$ cat src/sv/gbmcpa_pkg.sv
// Package for the GBM call payoff accumulator.
// Holds the sequencer states, register indexes, fixed-point constants and the
// request type of the shared multiplier; it depends on nothing else.
package gbmcpa_pkg;

  localparam logic [31:0] LN2_Q32 = 32'd2977044472;

  // Slightly below 2^63 / LN2_Q32, so the quotient estimate is never too large.
  localparam logic [31:0] LN2_RECIP = 32'd3098160000;

  localparam int MUL_W = 33;

  typedef logic [2:0] cfg_addr_t;

  localparam cfg_addr_t CFG_INIT_PRICE = 3'd0;
  localparam cfg_addr_t CFG_STRIKE     = 3'd1;
  localparam cfg_addr_t CFG_VOLATILITY = 3'd2;
  localparam cfg_addr_t CFG_DAILY_RATE = 3'd3;
  localparam cfg_addr_t CFG_MATURITY   = 3'd4;
  localparam cfg_addr_t CFG_STEP_DAYS  = 3'd5;

  typedef enum logic [4:0] {
    ST_IDLE,
    ST_HALF,
    ST_RH,
    ST_DRIFT,
    ST_SQRT,
    ST_SD,
    ST_SDREG,
    ST_DLO,
    ST_DHI,
    ST_DSUM,
    ST_EINIT,
    ST_KDIV,
    ST_KREM,
    ST_KFIX,
    ST_TMUL,
    ST_TLOAD,
    ST_TDIV,
    ST_TACC,
    ST_SCALE,
    ST_SHIFT,
    ST_DISC,
    ST_DISCX,
    ST_FIN
  } state_t;

  typedef struct packed {
    logic             en;
    logic [MUL_W-1:0] a;
    logic [MUL_W-1:0] b;
  } mul_req_t;

endpackage

$ cat src/sv/gbmcpa_mul.sv
// Shared unsigned multiplier of the GBM call payoff accumulator.
// The product is registered and holds until the next request.
// Depends on gbmcpa_pkg.
module gbmcpa_mul (
  input  logic                  clk,
  input  gbmcpa_pkg::mul_req_t  req,
  output logic [2*gbmcpa_pkg::MUL_W-1:0] prod
);
  import gbmcpa_pkg::*;

  always_ff @(posedge clk) begin
    if (req.en) begin
      prod <= (2*MUL_W)'(req.a) * (2*MUL_W)'(req.b);
    end
  end

endmodule
$ cat config.mk
export PLATFORM = sky130hd
export DESIGN_NAME = gbmcpa_mul
export DESIGN_NICKNAME = d
export VERILOG_FILES = /design/src/sv/gbmcpa_pkg.sv /design/src/sv/gbmcpa_mul.sv
export SDC_FILE = /design/constraint.sdc
export NUM_CORES = 2
export LEC_CHECK = 0
export BUFFER_PORTS_ARGS = -buffer_cell sky130_fd_sc_hd__buf_2
export CORE_MARGIN = 2
export CORE_UTILIZATION = 45
export CTS_CLUSTER_SIZE = 12
export DETAILED_ROUTE_END_ITERATION = 8
export GPL_ROUTABILITY_DRIVEN = 0
export PLACE_DENSITY = 0.6
export SLEW_MARGIN = 20
export SYNTH_ARGS = -nofsm -noshare
export SYNTH_HDL_FRONTEND = slang
export SYNTH_SLANG_ARGS = --single-unit
$ cat constraint.sdc
create_clock -name clk -period 10.8 [get_ports clk]
set_input_delay 1.08 -clock clk [delete_from_list [all_inputs] [get_ports clk]]
set_output_delay 1.08 -clock clk [all_outputs]
set_load 0.02 [all_outputs]
==> metrics.txt <==
drt drc=0; Commonest cells post-synth=inv_1 (1,048), fa_1 (958), and2_1 (574); count leader, synth=inv_1; largest area contributor in the netlist=fa_1; RSZ-0062 raised after global routing=false; Slew headroom=0.4096; layout cells sized above 1=0.04367; WL met3=4082 um; post-DR vias/cell=5.147; Detailed Route WL=101,300 um; routed len/inst=19.95 um; number of global-route vias before repair=28,600; Resized cells post-CTS=0; Period minus WS final=9.192 ns; largest net degree at the start of global routing=67; WP data required=10.89 ns; Final Max Tran Viols=0; global route overflow=0; CP arrival=9.28 ns; Syn Area/Cell=9.206 um2; Syn Inst Count=4,048; clock tree buffer depth=2; Clk pin slew, worst setup/hold paths=0.06 ns; final net count=5,293; # rows=105; H-tree Lvls=3; Synth Register Bits=66; area share of the largest cell type after synthesis=0.5146; die area=85,130 um2; I/O pin cnt=134; Metal-1 WL=38,390 um; CTS tree=yes; Hold Path Depth=2; DIE HEIGHT=291.8 um; I/O Buffers=133; clock tree root driver cell=clkbuf_16; final setup violation count=0; Max Cap Viol=0; clock net sink count=66; area growth from synthesis to layout=4.607%; kind of critical path=input port to register; max FFs per register=66; Worst Setup Start Kind=input port; number of buffers added for setup after CTS=0; Setup Total Neg Slack=0 ns; top routing layer used=met5; HP Start=req[0]; register area share after synthesis=0.05318; Tcrit/Tclk final=0.8511; first-pass GRT wire length=161,000 um; initial antenna violation count=5; EDFF count, synth=66; synth top area cells=fa_1 (51%), inv_1 (11%), and2_1 (9.6%), ha_1 (8.9%), nand2_1 (5.7%); Slew @ Worst Pin=0.8855 ns; hold buffer count at cts=0; WHS Endpoint=prod[0]; Core ar.=81,980 um2; met2 WL=52,940 um; Regs by FF count=prod (66); syn_nets=5,339; via count=26,143; Synth Cell Area=37,270 um2; CTS Buf Count=9; HPWL after DPL=83,090 um; initial core utilization=0.4546; ys async rst share=0; crit-path max FO=33; Synth cell types=57; Most flops, register=prod; Top FF cell, synth=edfxtp_1; HP Class=input port to register; initial DRC count=1,400; Peak Freq=0.1088 GHz; crit end category=register; status=completed; Pre-antenna DRT Iters=5; Die W=291.8 um; Fill cells=8,034; ANT nets after route=0; GRT Util Overall=0.2473; Ys Warns=0; Final Hold Viols=0
-- area by class of cell --
class / count / area (um2) / share of cell area
diodes: 2 / 5.005 / 0.0001284
clock buffers: 10 / 229.0 / 0.005874
clock inverters: 6 / 115.1 / 0.002953
inverters: 1049 / 3938 / 0.1010
multi-input cells: 2722 / 30550 / 0.7837
flip-flops and latches: 66 / 1982 / 0.05084
well taps: 1070 / 1339 / 0.03434
repair buffers: 154 / 823.3 / 0.02112
-- per-layer routing --
| metal | vias up | GRT usage |
|---|---|---|
| met4 | 6 | 0.1221 |
| met3 | 204 | 0.02451 |
| li1 | 11495 | - |
| met2 | 702 | 0.4435 |
| met5 | - | 0 |
| met1 | 13736 | 0.2967 |
-- critical path, stage by stage --
cell and delay, ns:
buf_2 0.62, nand2_1 0.17, fa_1 0.53, fa_1 0.55
fa_1 0.55, fa_1 0.52, inv_1 0.06, fa_1 0.61
fa_1 0.52, fa_1 0.52, inv_1 0.05, fa_1 0.48
inv_1 0.04, ha_1 0.37, nand2_1 0.17, nor4b_1 0.62
and4_1 0.27, a32o_1 0.27, o21ai_1 0.14, nand2_1 0.17
a21oi_1 0.11, and3b_1 0.24, o41ai_1 0.44, xor2_1 0.11
-- how the worst max path moves through the flow --
stage / slack (ns) / startpoint / depth (start not counted) / to
after CTS: 1.71 / req[10] / 24 / prod[64]
after global routing: 1.32 / req[10] / 24 / prod[64]
final: 1.61 / req[10] / 24 / prod[64]
after global placement: 1.49 / req[10] / 24 / prod[64]
after detailed placement: 1.31 / req[10] / 24 / prod[64]
after floorplan: 2.49 / req[0] / 28 / prod[58]
-- cell families after synthesis --
kind of cell | after synthesis | synth area share
xor+xnor | 65 | 0.01528
flops | 66 | 0.05318
simple gates | 1233 | 0.1670
buf+inv | 1260 | 0.1270
fa+ha+maj | 1223 | 0.6036
compound gates | 201 | 0.03391
-- through the flow --
step	setup slack, ns	utilization	hold WS (ns)	cells	cell area, um2
after floorplan	2.494	-	1.193	4048	37270
after global placement	1.487	0.4713	1.526	5061	38630
after detailed placement	1.312	0.4713	1.524	5061	38630
after CTS	1.714	0.4755	1.336	5077	38980
after global routing	1.317	0.4755	1.345	5077	38980
final	1.608	0.4755	1.350	5079	38980
-- cell usage in the layout (no fill, tap or decap), drive strengths merged, types with 8 or more instances in the layout --
cell / count
nand3: 10
a21oi: 73
o21ai: 40
fa: 958
clkbuf: 10
nor2: 33
inv: 1049
o21bai: 8
a21o: 31
xnor2: 41
buf: 154
and2: 574
nand2: 568
xor2: 24
ha: 265
edfxtp: 66
nand4: 16
Power is left out: the tool's default activity adds up to more than one toggle a clock period on the data nets, which glitch-free logic cannot reach.
